## src/hw/rtl/eegbp_pkg.sv

```systemverilog
`timescale 1ns / 1ps

package eegbp_pkg;

   localparam logic [7:0] SYNC_BYTE       = 8'hAA;
   localparam logic [7:0] MAX_LEN         = 8'd170;
   localparam logic [7:0] LONG_CODE       = 8'h80;
   localparam logic [7:0] CODE_BATTERY    = 8'h01;
   localparam logic [7:0] CODE_POOR       = 8'h02;
   localparam logic [7:0] CODE_ATTENTION  = 8'h04;
   localparam logic [7:0] CODE_MEDITATION = 8'h05;
   localparam logic [7:0] CODE_BAND       = 8'h83;
   localparam logic [7:0] EXT_CODE_RESET  = 8'h55;

   localparam int BAND_COUNT = 8;
   localparam int BAND_W     = 24;
   localparam int BAND_BYTES = BAND_COUNT * BAND_W / 8;
   localparam int BAND_IDX_W = $clog2(BAND_COUNT);
   localparam int OFF_W      = $clog2(BAND_BYTES);
   localparam int POS_W      = 9;

   localparam logic [BAND_IDX_W-1:0] LAST_BAND = BAND_IDX_W'(BAND_COUNT - 1);

   typedef enum logic [3:0] {
      ST_SYNC1,
      ST_SYNC2,
      ST_LEN,
      ST_DATA,
      ST_CHECK,
      ST_WALK_START,
      ST_SKIP_RD,
      ST_SKIP_CHK,
      ST_SPAN_RD,
      ST_SPAN_GET,
      ST_VAL_RD,
      ST_VAL_GET,
      ST_ADVANCE,
      ST_WALK_END,
      ST_EMIT
   } state_type;

   typedef struct packed {
      logic len_load;
      logic frame_start;
      logic data_take;
      logic walk_start;
      logic pos_inc;
      logic code_load;
      logic span_load;
      logic span_one;
      logic val_take;
      logic off_inc;
      logic off_clear;
      logic pos_advance;
      logic emit_start;
      logic emit_next;
   } cmd_type;

   typedef struct packed {
      logic byte_is_sync;
      logic len_over;
      logic len_is_max;
      logic data_done;
      logic sum_ok;
      logic load_is_ext;
      logic code_long;
      logic code_is_band;
      logic walk_done;
      logic off_last;
      logic seen_bands;
      logic emit_last;
   } status_type;

endpackage

```

## src/hw/rtl/eegbp_datapath.sv

```systemverilog
`timescale 1ns / 1ps

module eegbp_datapath
   import eegbp_pkg::*;
#(
   parameter int PAYLOAD_DEPTH = 256
) (
   input  logic                  clock,
   input  logic                  reset,
   input  cmd_type               cmd,
   output status_type            status,
   input  logic [7:0]            rx_byte,
   input  logic                  csr_we,
   input  logic [7:0]            csr_data,
   output logic [BAND_IDX_W-1:0] band_index,
   output logic [BAND_W-1:0]     band_power,
   output logic [7:0]            attention,
   output logic [7:0]            meditation,
   output logic [7:0]            poor_signal,
   output logic                  has_poor_signal,
   output logic [7:0]            battery,
   output logic                  has_battery,
   output logic                  last
);

   localparam int AW    = $clog2(PAYLOAD_DEPTH);
   localparam int SR_W  = BAND_COUNT * BAND_W;

   logic [7:0]            ext_code_ff;
   logic [7:0]            len_ff;
   logic [7:0]            taken_ff;
   logic [7:0]            sum_ff;
   logic [7:0]            mem [PAYLOAD_DEPTH];
   logic [7:0]            rd_data_ff;
   logic                  rd_ok_ff;
   logic [POS_W-1:0]      pos_ff;
   logic [OFF_W-1:0]      off_ff;
   logic [7:0]            code_ff;
   logic [7:0]            span_ff;
   logic [SR_W-1:0]       band_sr_ff;
   logic [7:0]            attention_ff;
   logic [7:0]            meditation_ff;
   logic [7:0]            poor_ff;
   logic                  has_poor_ff;
   logic [7:0]            battery_ff;
   logic                  has_battery_ff;
   logic                  seen_ff;
   logic [BAND_IDX_W-1:0] emit_idx_ff;

   logic [POS_W-1:0]      rd_addr;
   logic [POS_W-1:0]      len_ext;
   logic [7:0]            ld;

   assign len_ext = {1'b0, len_ff};
   assign rd_addr = pos_ff + POS_W'(off_ff);
   // reads at or past the payload end give zero
   assign ld      = rd_ok_ff ? rd_data_ff : 8'd0;

   always_ff @(posedge clock) begin
      if (reset) begin
         ext_code_ff <= EXT_CODE_RESET;
      end else if (csr_we) begin
         ext_code_ff <= csr_data;
      end
   end

   // payload store: one write port, one registered read port
   always_ff @(posedge clock) begin
      if (cmd.data_take) begin
         mem[taken_ff[AW-1:0]] <= rx_byte;
      end
      rd_data_ff <= mem[rd_addr[AW-1:0]];
   end

   always_ff @(posedge clock) begin
      if (reset) begin
         len_ff         <= '0;
         taken_ff       <= '0;
         sum_ff         <= '0;
         rd_ok_ff       <= 1'b0;
         pos_ff         <= '0;
         off_ff         <= '0;
         code_ff        <= '0;
         span_ff        <= '0;
         attention_ff   <= '0;
         meditation_ff  <= '0;
         poor_ff        <= '0;
         has_poor_ff    <= 1'b0;
         battery_ff     <= '0;
         has_battery_ff <= 1'b0;
         seen_ff        <= 1'b0;
         emit_idx_ff    <= '0;
      end else begin
         rd_ok_ff <= rd_addr < len_ext;
         if (cmd.len_load) begin
            len_ff <= rx_byte;
         end
         if (cmd.frame_start) begin
            taken_ff <= '0;
            sum_ff   <= '0;
         end
         if (cmd.data_take) begin
            taken_ff <= taken_ff + 8'd1;
            sum_ff   <= sum_ff + rx_byte;
         end
         if (cmd.walk_start) begin
            pos_ff         <= '0;
            attention_ff   <= '0;
            meditation_ff  <= '0;
            poor_ff        <= '0;
            has_poor_ff    <= 1'b0;
            battery_ff     <= '0;
            has_battery_ff <= 1'b0;
            seen_ff        <= 1'b0;
         end
         if (cmd.pos_inc) begin
            pos_ff <= pos_ff + POS_W'(1);
         end
         if (cmd.pos_advance) begin
            pos_ff <= pos_ff + POS_W'(span_ff);
         end
         if (cmd.code_load) begin
            code_ff <= ld;
         end
         if (cmd.span_load) begin
            span_ff <= ld;
         end
         if (cmd.span_one) begin
            span_ff <= 8'd1;
         end
         if (cmd.off_inc) begin
            off_ff <= off_ff + OFF_W'(1);
         end
         if (cmd.off_clear) begin
            off_ff <= '0;
         end
         if (cmd.val_take) begin
            case (code_ff)
               CODE_BATTERY: begin
                  battery_ff     <= ld;
                  has_battery_ff <= 1'b1;
               end
               CODE_POOR: begin
                  poor_ff     <= ld;
                  has_poor_ff <= 1'b1;
               end
               CODE_ATTENTION:  attention_ff  <= ld;
               CODE_MEDITATION: meditation_ff <= ld;
               CODE_BAND:       seen_ff       <= 1'b1;
               default: ;
            endcase
         end
         if (cmd.emit_start) begin
            emit_idx_ff <= '0;
         end
         if (cmd.emit_next) begin
            emit_idx_ff <= emit_idx_ff + BAND_IDX_W'(1);
         end
      end
   end

   // band bytes shift in big-endian, results shift out from the top
   always_ff @(posedge clock) begin
      if (cmd.val_take && code_ff == CODE_BAND) begin
         band_sr_ff <= {band_sr_ff[SR_W-9:0], ld};
      end else if (cmd.emit_next) begin
         band_sr_ff <= {band_sr_ff[SR_W-BAND_W-1:0], {BAND_W{1'b0}}};
      end
   end

   always_comb begin
      status.byte_is_sync = rx_byte == SYNC_BYTE;
      status.len_over     = rx_byte > MAX_LEN;
      status.len_is_max   = rx_byte == MAX_LEN;
      status.data_done    = ({1'b0, taken_ff} + POS_W'(1)) >= len_ext;
      status.sum_ok       = rx_byte == ~sum_ff;
      status.load_is_ext  = ld == ext_code_ff;
      status.code_long    = code_ff >= LONG_CODE;
      status.code_is_band = code_ff == CODE_BAND;
      status.walk_done    = pos_ff >= len_ext;
      status.off_last     = off_ff == OFF_W'(BAND_BYTES - 1);
      status.seen_bands   = seen_ff;
      status.emit_last    = emit_idx_ff == LAST_BAND;
   end

   assign band_index      = emit_idx_ff;
   assign band_power      = band_sr_ff[SR_W-1 -: BAND_W];
   assign attention       = attention_ff;
   assign meditation      = meditation_ff;
   assign poor_signal     = poor_ff;
   assign has_poor_signal = has_poor_ff;
   assign battery         = battery_ff;
   assign has_battery     = has_battery_ff;
   assign last            = emit_idx_ff == LAST_BAND;

endmodule

```

## src/hw/rtl/eegbp_ctrl.sv

```systemverilog
`timescale 1ns / 1ps

module eegbp_ctrl
   import eegbp_pkg::*;
(
   input  logic       clock,
   input  logic       reset,
   input  logic       req_valid,
   output logic       req_stall,
   output logic       rsp_valid,
   input  logic       rsp_stall,
   input  status_type status,
   output cmd_type    cmd
);

   state_type state_ff;
   state_type state_in;

   always_ff @(posedge clock) begin
      if (reset) begin
         state_ff <= ST_SYNC1;
      end else begin
         state_ff <= state_in;
      end
   end

   always_comb begin
      state_in  = state_ff;
      cmd       = '0;
      req_stall = 1'b1;
      rsp_valid = 1'b0;
      case (state_ff)
         ST_SYNC1: begin
            req_stall = 1'b0;
            if (req_valid && status.byte_is_sync) begin
               state_in = ST_SYNC2;
            end
         end
         ST_SYNC2: begin
            req_stall = 1'b0;
            if (req_valid) begin
               state_in = status.byte_is_sync ? ST_LEN : ST_SYNC1;
            end
         end
         ST_LEN: begin
            req_stall = 1'b0;
            if (req_valid) begin
               cmd.len_load = 1'b1;
               if (status.len_over) begin
                  state_in = ST_SYNC1;
               end else if (!status.len_is_max) begin
                  // a length of exactly 170 is one more sync byte
                  cmd.frame_start = 1'b1;
                  state_in        = ST_DATA;
               end
            end
         end
         ST_DATA: begin
            req_stall = 1'b0;
            if (req_valid) begin
               cmd.data_take = 1'b1;
               if (status.data_done) begin
                  state_in = ST_CHECK;
               end
            end
         end
         ST_CHECK: begin
            req_stall = 1'b0;
            if (req_valid) begin
               state_in = status.sum_ok ? ST_WALK_START : ST_SYNC1;
            end
         end
         ST_WALK_START: begin
            cmd.walk_start = 1'b1;
            state_in       = ST_SKIP_RD;
         end
         ST_SKIP_RD: begin
            state_in = status.walk_done ? ST_WALK_END : ST_SKIP_CHK;
         end
         ST_SKIP_CHK: begin
            cmd.pos_inc = 1'b1;
            if (status.load_is_ext) begin
               state_in = ST_SKIP_RD;
            end else begin
               cmd.code_load = 1'b1;
               state_in      = ST_SPAN_RD;
            end
         end
         ST_SPAN_RD: begin
            if (status.code_long) begin
               state_in = ST_SPAN_GET;
            end else begin
               cmd.span_one = 1'b1;
               state_in     = ST_VAL_RD;
            end
         end
         ST_SPAN_GET: begin
            cmd.span_load = 1'b1;
            cmd.pos_inc   = 1'b1;
            state_in      = ST_VAL_RD;
         end
         ST_VAL_RD: begin
            state_in = ST_VAL_GET;
         end
         ST_VAL_GET: begin
            cmd.val_take = 1'b1;
            if (status.code_is_band && !status.off_last) begin
               cmd.off_inc = 1'b1;
               state_in    = ST_VAL_RD;
            end else begin
               cmd.off_clear = 1'b1;
               state_in      = ST_ADVANCE;
            end
         end
         ST_ADVANCE: begin
            cmd.pos_advance = 1'b1;
            state_in        = ST_SKIP_RD;
         end
         ST_WALK_END: begin
            if (status.seen_bands) begin
               cmd.emit_start = 1'b1;
               state_in       = ST_EMIT;
            end else begin
               state_in = ST_SYNC1;
            end
         end
         ST_EMIT: begin
            rsp_valid = 1'b1;
            if (!rsp_stall) begin
               cmd.emit_next = 1'b1;
               if (status.emit_last) begin
                  state_in = ST_SYNC1;
               end
            end
         end
         default: begin
            state_in = ST_SYNC1;
         end
      endcase
   end

endmodule

```

## src/hw/rtl/eeg_band_power_packet_parser.sv

```systemverilog
`timescale 1ns / 1ps

// Frame parser for an EEG headset byte stream. While framing, one byte is taken
// per cycle (sync, sync, length, payload, checksum). After a good checksum the
// input stalls while the stored payload is walked through the single read port
// of the payload memory, each byte read setting the address and then taking the
// registered data. Extended-code bytes are skipped; each row reads its code, a
// length byte for a long code and its value bytes. ST_WALK_START begins the walk
// and ST_WALK_END ends it. A frame with a band row then gives eight result beats,
// one per cycle while the output is not stalled, and only after the eighth is
// the next byte taken. The payload memory needs no clearing pass after reset.
module eeg_band_power_packet_parser
   import eegbp_pkg::*;
#(
   parameter int PAYLOAD_DEPTH = 256
) (
   input  logic        clock,
   input  logic        reset,
   input  logic        req_valid,
   output logic        req_stall,
   input  logic [7:0]  req_rx_byte,
   output logic        rsp_valid,
   input  logic        rsp_stall,
   output logic [2:0]  rsp_band_index,
   output logic [23:0] rsp_band_power,
   output logic [7:0]  rsp_attention,
   output logic [7:0]  rsp_meditation,
   output logic [7:0]  rsp_poor_signal,
   output logic        rsp_has_poor_signal,
   output logic [7:0]  rsp_battery,
   output logic        rsp_has_battery,
   output logic        rsp_last,
   input  logic        csr_valid,
   output logic        csr_ready,
   input  logic [7:0]  csr_extended_code_value
);

   cmd_type    cmd;
   status_type status;

   assign csr_ready = 1'b1;

   eegbp_ctrl u_ctrl (
      .clock     (clock),
      .reset     (reset),
      .req_valid (req_valid),
      .req_stall (req_stall),
      .rsp_valid (rsp_valid),
      .rsp_stall (rsp_stall),
      .status    (status),
      .cmd       (cmd)
   );

   eegbp_datapath #(
      .PAYLOAD_DEPTH (PAYLOAD_DEPTH)
   ) u_datapath (
      .clock           (clock),
      .reset           (reset),
      .cmd             (cmd),
      .status          (status),
      .rx_byte         (req_rx_byte),
      .csr_we          (csr_valid && csr_ready),
      .csr_data        (csr_extended_code_value),
      .band_index      (rsp_band_index),
      .band_power      (rsp_band_power),
      .attention       (rsp_attention),
      .meditation      (rsp_meditation),
      .poor_signal     (rsp_poor_signal),
      .has_poor_signal (rsp_has_poor_signal),
      .battery         (rsp_battery),
      .has_battery     (rsp_has_battery),
      .last            (rsp_last)
   );

   // no byte is taken while results are pending
   assert property (@(posedge clock) disable iff (reset)
      rsp_valid |-> req_stall)
      else $error("input taken while results pending");

   // the last beat ends the burst
   assert property (@(posedge clock) disable iff (reset)
      (rsp_valid && !rsp_stall && rsp_last) |=> !rsp_valid)
      else $error("results continue after last beat");

   // bands come out in order without gaps
   assert property (@(posedge clock) disable iff (reset)
      (rsp_valid && !rsp_stall && !rsp_last) |=>
         (rsp_valid && rsp_band_index == $past(rsp_band_index) + 3'd1))
      else $error("band sequence broken");

   // a burst always starts at band zero
   assert property (@(posedge clock) disable iff (reset)
      $rose(rsp_valid) |-> rsp_band_index == 3'd0)
      else $error("burst does not start at band zero");

endmodule
```

## config.mk

```make
export PLATFORM = sky130hd
export DESIGN_NAME = eeg_band_power_packet_parser
export DESIGN_NICKNAME = d
export VERILOG_FILES = /design/src/hw/rtl/eegbp_pkg.sv /design/src/hw/rtl/eegbp_datapath.sv /design/src/hw/rtl/eegbp_ctrl.sv /design/src/hw/rtl/eeg_band_power_packet_parser.sv
export SDC_FILE = /design/constraint.sdc
export NUM_CORES = 2
export LEC_CHECK = 0
export BUFFER_PORTS_ARGS = -buffer_cell sky130_fd_sc_hd__buf_2
export CAP_MARGIN = 20
export CORE_UTILIZATION = 63
export CTS_BUF_LIST = sky130_fd_sc_hd__clkbuf_16
export DETAILED_ROUTE_END_ITERATION = 10
export PLACE_DENSITY = 0.79
export SYNTH_ARGS = -nofsm -noshare
export SYNTH_HDL_FRONTEND = slang
export SYNTH_SLANG_ARGS = --single-unit
```

## constraint.sdc

```tcl
create_clock -name clock -period 8.6 [get_ports clock]
set_input_delay 0.43 -clock clock [delete_from_list [all_inputs] [get_ports clock]]
set_output_delay 0.43 -clock clock [all_outputs]
set_load 0.1 [all_outputs]
```

==> metrics.md <==
| Metric | Value |
|---|---|
| # setup viols final | 0 |
| Post-Synthesis Cells | 5073 |
| CTS tree | done |
| Critical path type | register to register |
| Clock slew at reported path FFs | 0.06 ns |
| # rows | 141 |
| Commonest cells after routing, fill and taps aside | 2240 x edfxtp_1, 658 x nand2_1, 578 x mux4_2, 433 x nor2_1, 220 x clkbuf_16 |
| Top post-synthesis cells by area | edfxtp_1 72%, mux4_2 14%, nand2_1 2.6%, dfxtp_1 2.4%, nor2_1 1.7% |
| Crit. Startpoint | u_datapath.pos_ff[0] |
| Worst r2r src | u_datapath.pos_ff[0] |
| Largest net degree at the start of global routing | 187 |
| Top delay family on crit path | adder cells |
| Share of the synthesized area in the top cell type | 71.7% |
| Slowest-stage cell, CP | fa_4 |
| Total grt overflow | 0 |
| Root Driver | clkbuf_16 |
| Dpl hpwl | 125000 um |
| Post-route cell area | 0.103 mm2 |
| CP max FO | 61 |
| Area leader, netlist | edfxtp_1 |
| Hold depth | 1 |
| Area Growth Syn to Fin | 10.2% |
| Initial antenna violation count | 4 |
| Critical path launch point type | register |
| Pre-CTS setup slack | 3.46 ns |
| Synth cell types | 70 |
| Syn Area/Cell | 18.5 um2 |
| Max Buffers Root-to-Sink | 3 |
| Clk_lat worst skew | 0.87 ns |
| Max reg flops | 2048 |
| Wire length per cell | 30.3 um |
| YS warnings | 0 |
| WP data required | 9.31 ns |
| Fillers | 8614 |
| Number of enable flip-flop cells after synthesis | 2240 |
| FF-to-FF path depth | 8 |
| Die Width | 388 um |
| Vias in the first global route | 48700 |
| Starting Density | 63.5% |
| Worst VDD drop | 264 uV |
| LEAKAGE | 32.8 nW |
| Cts repair resizes | 0 |
| Final #Nets | 5245 |
| DR iter-0 viols | 6421 |
| Final Slew Violations | 0 |
| Overall routing resource usage | 29.7% |
| Area after DPL | 0.0960 mm2 |
| CP dominant cell by count | mux4_2 |
| CTS H-tree depth | 4 |
| Min-delay src | req_rx_byte[3] |
| TritonCTS buffer count | 220 |
| Worst Path Arrival | 5.92 ns |
| WP depth | 8 |
| Post-route ant nets | 0 |
| Max_cap viols | 0 |
| Synthesized cell area | 0.0937 mm2 |
| Post-synth top flop | edfxtp_1 |
| Worst Skew | 0.0523 ns |
| Least-Margin Pin Slew | 1.17 ns |
| Net Count, Synth | 5148 |
| Worst Setup End Kind | register |
| CTS sink cnt | 2353 |
| Cells along the critical path | ha_4 > fa_4 > buf_4 > mux4_2 > mux4_2 > mux2_2 > o211ai_1 > a31oi_1 |
| Asr flop ratio synth | 0% |
| RePlAce Congestion | 0.857 |
| Drt pass-1 iters | 6 |
| Post-DR vias/cell | 6.75 |
| Final wirelength | 221000 um |
| Die footprint | 0.150 mm2 |
| Share of cells above drive strength 1 | 20.9% |
| Top Ports | 86 |
| Post-CTS Setup Repair Bufs | 0 |
| RSZ-0062 raised after global routing | no |
| Die H | 388 um |
| Most common cell after layout, fill and taps aside | edfxtp_1 |
| Outcome | finished, final reports clean |
| Max Clock Freq | 0.192 GHz |
| Seq cells post-synth | 2353 |
| Tightest Hold Check Type | primary input to register |
| Worst Setup Slack, final | 3.38 ns |
| Crit path time final | 5.22 ns |
| Fin Setup TNS | 0 ns |
| DRC viols | 0 |
| Buffers & Inverters on Critical Path | 1 |
| Fin crit share | 60.7% |
| Core area | 0.148 mm2 |
| First-pass GRT wire length | 323000 um |
| Slew headroom | 21.5% |
| Count of final hold-check violations | 0 |
| Register area share after synthesis | 74.2% |
| Power per standard cell area | 215 mW/mm2 |
| CP max stage delay | 1.53 ns |
| Port bufs | 84 |
| Via count | 49100 |
## worst paths after layout
path	endpoint	slack, ns
hold reg to reg	u_datapath.has_poor_signal	0.46
setup / recovery	u_datapath.rd_data_ff[3]	3.38
setup reg to reg	u_datapath.rd_data_ff[3]	3.38
hold / removal	u_datapath.mem[94][3]	0.08
## layer usage
metal  wire, um  global-route usage [%]  part of all wire (%)  up-vias
li1           -                       -                     -    20200
met1      81200                    40.8                    37    25300
met2     107000                    46.8                    48     3104
met3      23300                    6.73                    11      524
met4       9130                    11.9                   4.1        4
met5         27                       0                 0.012        -
## worst register-to-register path, cell delays in order (launching register included)
cell and delay (ns):
dfxtp_1 0.39, ha_4 0.21, fa_4 1.53, buf_4 0.89, mux4_2 0.48, mux4_2 0.54, mux2_2 0.28, o211ai_1 0.52
a31oi_1 0.23
## area by class of cell
type                            count  area [um2]  share of cell area [%]
Inverter                           34         135                   0.131
Clock inverter                    175        1520                    1.47
Multi-Input combinational cell   2373       22800                    22.0
Clock buffer                      220        5510                    5.33
Timing Repair Buffer              188        1440                    1.40
Antenna cell                        3        7.51                 0.00727
Sequential cell                  2353       69500                    67.3
Tap cell                         1930        2410                    2.34
## through the flow
stage	hold WS, ns	cells	total power, W	util (%)
after floorplan	0.444	5073	0.0128	-
after global placement	0.439	6850	0.0130	65.0
after detailed placement	0.449	6850	0.0130	65.0
after CTS	0.0182	7264	0.0223	69.9
after global routing	0.0403	7273	0.0227	70.0
final	0.0757	7276	0.0222	70.0
## cells in the mapped netlist, types with 50 or more instances
library cell  instances
nor2_1              435
edfxtp_1           2240
nand3_1              67
nand2_1             659
ha_1                 51
mux2i_1             125
a21oi_1              55
clkbuf_1            172
buf_4                50
mux4_2              578
buf_2                71
a31oi_1              53
dfxtp_1             113
## repair_timing
item	4_1_cts	5_1_grt
hold buffers	19	0
endpoints found under the hold margin	22	0
endpoints found under the setup margin	0	0
## where the power goes
| part | switching, W | internal, W |
|---|---|---|
| Sequential | 0.00000245 | 0.0125 |
| Clock | 0.00421 | 0.00531 |
| Combinational | 0.000187 | 0.0000271 |
| Total | 0.00440 | 0.0179 |
## cell families (layout without fill, tap and decap cells)
logic type / Yosys count / in the layout / synth area share [%]
buffers and inverters: 347 / 617 / 1.72
AO/OA/AOI/OAI: 261 / 261 / 1.84
XOR/XNOR: 36 / 36 / 0.344
other: 1 / 4 / 0.00400
adder cells (fa/ha/maj): 54 / 54 / 0.745
flip-flops: 2353 / 2353 / 74.2
AND/OR/NAND/NOR: 1286 / 1286 / 5.58
multiplexers: 735 / 735 / 15.6
Power figures use the tool's default switching activity.
